## config.mk

```make
export PLATFORM = sky130hd
export DESIGN_NAME = mbrs_ram
export DESIGN_NICKNAME = d
export VERILOG_FILES = /design/src/rtl/mbrs_ram.sv
export SDC_FILE = /design/constraint.sdc
export NUM_CORES = 2
export LEC_CHECK = 0
export ABC_AREA = 1
export BUFFER_PORTS_ARGS = -buffer_cell sky130_fd_sc_hd__buf_4
export CAP_MARGIN = 20
export CORE_MARGIN = 2
export CORE_UTILIZATION = 25
export CTS_CLUSTER_SIZE = 28
export DETAILED_ROUTE_END_ITERATION = 8
export SKIP_CTS_REPAIR_TIMING = 1
export SKIP_LAST_GASP = 1
export SLEW_MARGIN = 10
export SYNTH_ARGS = -nofsm -noshare
export SYNTH_HDL_FRONTEND = slang
export SYNTH_SLANG_ARGS = --single-unit
```

## constraint.sdc

```tcl
create_clock -name clk_i -period 2.5 [get_ports clk_i]
set_clock_uncertainty 0.2 [all_clocks]
set_input_delay 0.125 -clock clk_i [delete_from_list [all_inputs] [get_ports clk_i]]
set_output_delay 0.125 -clock clk_i [all_outputs]
set_load 0.02 [all_outputs]
```

## src/rtl/mbrs_ram.sv

```systemverilog
// ----------------------------------------------------------------------------
// mbrs_ram
// generic single port write, single port read ram with registered read
// ----------------------------------------------------------------------------
module mbrs_ram #(
  parameter int Width = 8,
  parameter int Depth = 256
) (
  input  logic                     clk_i,
  input  logic                     we_i,
  input  logic [$clog2(Depth)-1:0] waddr_i,
  input  logic [Width-1:0]         wdata_i,
  input  logic [$clog2(Depth)-1:0] raddr_i,
  output logic [Width-1:0]         rdata_o
);

  logic [Width-1:0] mem_q [Depth];

  always_ff @(posedge clk_i) begin
    if (we_i) begin
      mem_q[waddr_i] <= wdata_i;
    end
    rdata_o <= mem_q[raddr_i];
  end

endmodule

```

Word level (Yosys, flattened, before mapping)

Memories as Yosys holds them, arrays and structs flattened. A register that Yosys moved wholly into a read port is not among the register bits.
Index checks and enable logic that the tools add are counted.

Bits in registers: 0
RAM bits: 2048
Input bits: 26
Output and inout port bits: 8
Word-level logic and storage cells: 3
Memories: 1

Memories:

| memory | depth | bits a word | read ports | clocked after Yosys merged registers in | write ports | line | source |
|---|---|---|---|---|---|---|---|
| mem_q  | 256   | 8           | 1          | 1                                       | 1           | 17   | `logic [Width-1:0] mem_q [Depth];` |

Mux-type cells: 2

Operator list:

| operator         | number |
|---|---|
| 2-to-1 mux 1 bit | 2 |

Depth between registers and ports, before layout

Depth in word-level cells: 2
Gate-level depth with buffers: 15
Gate-level depth less buffers: 11

Worst setup path after synthesis

Ideal clock, no wire load.

Path kind: input to register
From: in we_i
To: mem mem_q[162][0], enable pin
Setup time: 0.370 ns
Data arrival time: 1.246 ns
Required time: 1.930 ns
Setup slack: 0.684 ns
Cell stages on the path: 4
Buffers on the path: 2
Cell sequence: clkbuf_1 > nand3_1 > clkbuf_1 > nor2_1

Longest elaborated chain between the ends: 2

Ends and longest elaborated chain:

| what                                   | line | source |
|---|---|---|
| start: declaration                     | 10   | `input logic we_i,` |
| 2-to-1 mux 1 bit                       | 20   | `if (we_i) begin` |
| 2-to-1 mux 1 bit (not written as such) | 21   | `mem_q[waddr_i] <= wdata_i;` |
| end: declaration                       | 17   |  |

Every way passes these cells.

==> flow_summary_export.csv <==
group,metric,value,unit
setup_path,cp-endpoint,"rdata_o[6]$_DFF_P_",
drt,drc,0,
timing,tightest_slew,0.910,ns
logic_synthesis,synth.net_count,7029,
cts,clk_pin_slew_worst_paths,0.06,ns
placement,dpl_worst_slack,-0.435,ns
placement,dp_hpwl,152000,um
logic_synthesis,synth_cell_type_count,14,
logic_synthesis,synth_top_area_share,73.7,%
logic_synthesis,synth-warning-count,0,
power_and_ir_drop,totalPowerFinal,0.0718,W
timing,rsz0062_at_grt,"false",
final_layout,fillerInstances,33501,
setup_path,critical_path_class,"reg -> reg",
setup_path,crit_required,3.03,ns
setup_path,crit_start,"mem_q[64][6]$_DFFE_PP_",
logic_synthesis,ys_seq_elements,2056,
global_route,grt_use_total,14.0,%
setup_path,r2r-end,"rdata_o[6]$_DFF_P_",
cts,cts_tree,"yes",
setup_path,start_kind,"flip-flop",
floorplan,core-area,333000,um^2
setup_path,timing.rr.start,"mem_q[64][6]$_DFFE_PP_",
global_route,antenna_found_initial,17,
drt,avgRoutedWirePerCell,20.5,um
drt,routed_wl,245000,um
cts,htreeDepth,4,
job,maxCapViolations,0,
global_route,grt_pass1_wl,360000,um
setup_path,endpoint_kind,"flip-flop",
setup_path,reg2reg_depth,11,
final_layout,finalNonFillerCells,11913,
logic_synthesis,ys_seq_area_share,73.9,%
timing,period_share,91.8,%
final_layout,layout.area.seq,61700,um^2
placement,routabilityCongestion,0.876,
timing,post-route-min-period,2.30,ns
drt,final_antenna_net_count,0,
final_layout,multi_input_area,19100,um^2
logic_synthesis,netlist_instances,7003,
drt,vias,56484,
final_layout,area_delta_synth_final,18.6,%
floorplan,fp.dieArea,338000,um^2
global_route,grt_overflow,0,
placement,dp.cells,11523,
drt,drtIter0Drc,6613,
drt,firstDrtPassIters,6,
cts,clockBufferDepth,3,
floorplan,die_y,582,um
logic_synthesis,yosysTopAreaCell,"edfxtp_1",
power_and_ir_drop,power.density,726,nW/um^2
logic_synthesis,syn_area_per_cell,11.9,um^2
drt,drt-vias-per-instance,4.74,
floorplan,rows,212,
floorplan,io_pins,34,
cts,numCtsBuffers,191,
cts,root_buffer,"clkbuf_16",
timing,timing.fmax,436,MHz
status,status,"finished, final reports clean",
power_and_ir_drop,ir_worst_vdd,778,uV
timing,hold_slack,0.0491,ns
floorplan,die_x,582,um
timing,slew_viol_final,0,
setup_path,r2r_slack,0.20,ns
hold_path,hold_path_class,"in -> reg",
logic_synthesis,netlist_top_cells_area,"edfxtp_1 (74%), nand3_1 (12%), nand2_1 (9.6%)",
power_and_ir_drop,leakage,34.3,nW
cts,clock-sinks,2056,
final_layout,drive_gt1_share,12.0,%
floorplan,initial_core_util,25.1,%
global_route,grt_start_max_net_pins,83,
setup_path,crit_fanout,1,
final_layout,final_cell_mix,"nand2_1 (2123), edfxtp_1 (2048), nand3_1 (2019), buf_4 (495), nor2_1 (283)",
placement,numPortBuffers,33,
logic_synthesis,syn_area,83400,um^2
cts,insertion_delay,0.84,ns
timing,hold_viol_final,0,
timing,setup_viol,0,
setup_path,cp.arrival,2.83,ns
timing,slew_headroom,39.2,%
final_layout,utilization,29.7,%
global_route,grt_pass1_vias,54548,
timing,fin_ws,0.204,ns
final_layout,final_common_cell,"nand2_1",
final_layout,layout.nets,7379,
## flip-flops by register name (all words and copies together) (netlist names)
signal	cells
rdata_o	8
mem_q	2048
## synthesized netlist by cell type (all sizes together)
| cell | n |
|---|---|
| inv | 39 |
| nor2 | 283 |
| nand3 | 2019 |
| clkbuf | 112 |
| nand2 | 2123 |
| buf | 371 |
| edfxtp | 2048 |
| dfxtp | 8 |
## final cells by class
cell class | count | share of cell area (%)
clock buffers | 237 | 5.11
multi-input cells | 4425 | 19.3
well taps | 4387 | 5.55
clock inverters | 120 | 1.09
flip-flops and latches | 2056 | 62.3
repair buffers | 640 | 6.39
diodes | 9 | 0.0228
inverters | 39 | 0.182
## stage by stage
stage / TNS [ns] / instance area, um^2
after floorplan: 0 / 83400
after global placement: -2.42 / 92500
after detailed placement: -2.45 / 92500
after CTS: 0 / 98700
after global routing: 0 / 98900
final: 0 / 98900
## per-layer routing
metal	global-route usage [%]	share of wire, %	vias to the layer above
met5	0	0.020	-
met4	5.36	3.6	8
met3	2.23	7.7	419
met2	23.3	48	2484
met1	18.3	41	27993
li1	-	-	25580
## worst max-delay path, stage by stage (launching register included)
cell and delay [ns]:
edfxtp_1 0.37, nand2_1 0.09, nand3_1 0.08, nand3_1 0.11
nand3_1 0.22, nand3_1 0.23, nand3_1 0.09, nand3_1 0.09
dlygate4sd3_1 0.55, nand2_1 0.05, nand2_1 0.06, nand2_1 0.05
## where the power goes
| group | leakage [nW] | internal [W] | total, W | switching [W] |
|---|---|---|---|---|
| logic | 12.8 | 0.00140 | 0.00489 | 0.00350 |
| registers | 18.5 | 0.0380 | 0.0380 | 0.0000676 |
| clock network | 2.98 | 0.0161 | 0.0289 | 0.0127 |
## kinds of logic (layout without fill, tap and decap cells)
group | Yosys count | count (layout) | synth area share, %
buffers and inverters | 522 | 1036 | 3.12
flip-flops | 2056 | 2056 | 73.9
AND/OR/NAND/NOR | 4425 | 4425 | 22.9
other | 0 | 9 | 0
## how the worst min path moves through the flow
| stage | end | slack (ns) | startpoint | depth (start not counted) |
|---|---|---|---|---|
| floorplan | mem_q[0][0]$_DFFE_PP_ | 0.02 | wdata_i[0] | 0 |
| global placement | mem_q[99][3]$_DFFE_PP_ | 0.31 | wdata_i[3] | 1 |
| detailed placement | mem_q[70][3]$_DFFE_PP_ | 0.32 | wdata_i[3] | 1 |
| CTS | mem_q[70][3]$_DFFE_PP_ | -0.60 | wdata_i[3] | 1 |
| global route | rdata_o[5]$_DFF_P_ | 0.04 | raddr_i[4] | 8 |
| finish | rdata_o[5]$_DFF_P_ | 0.05 | raddr_i[4] | 8 |
Power figures use the tool's default switching activity.
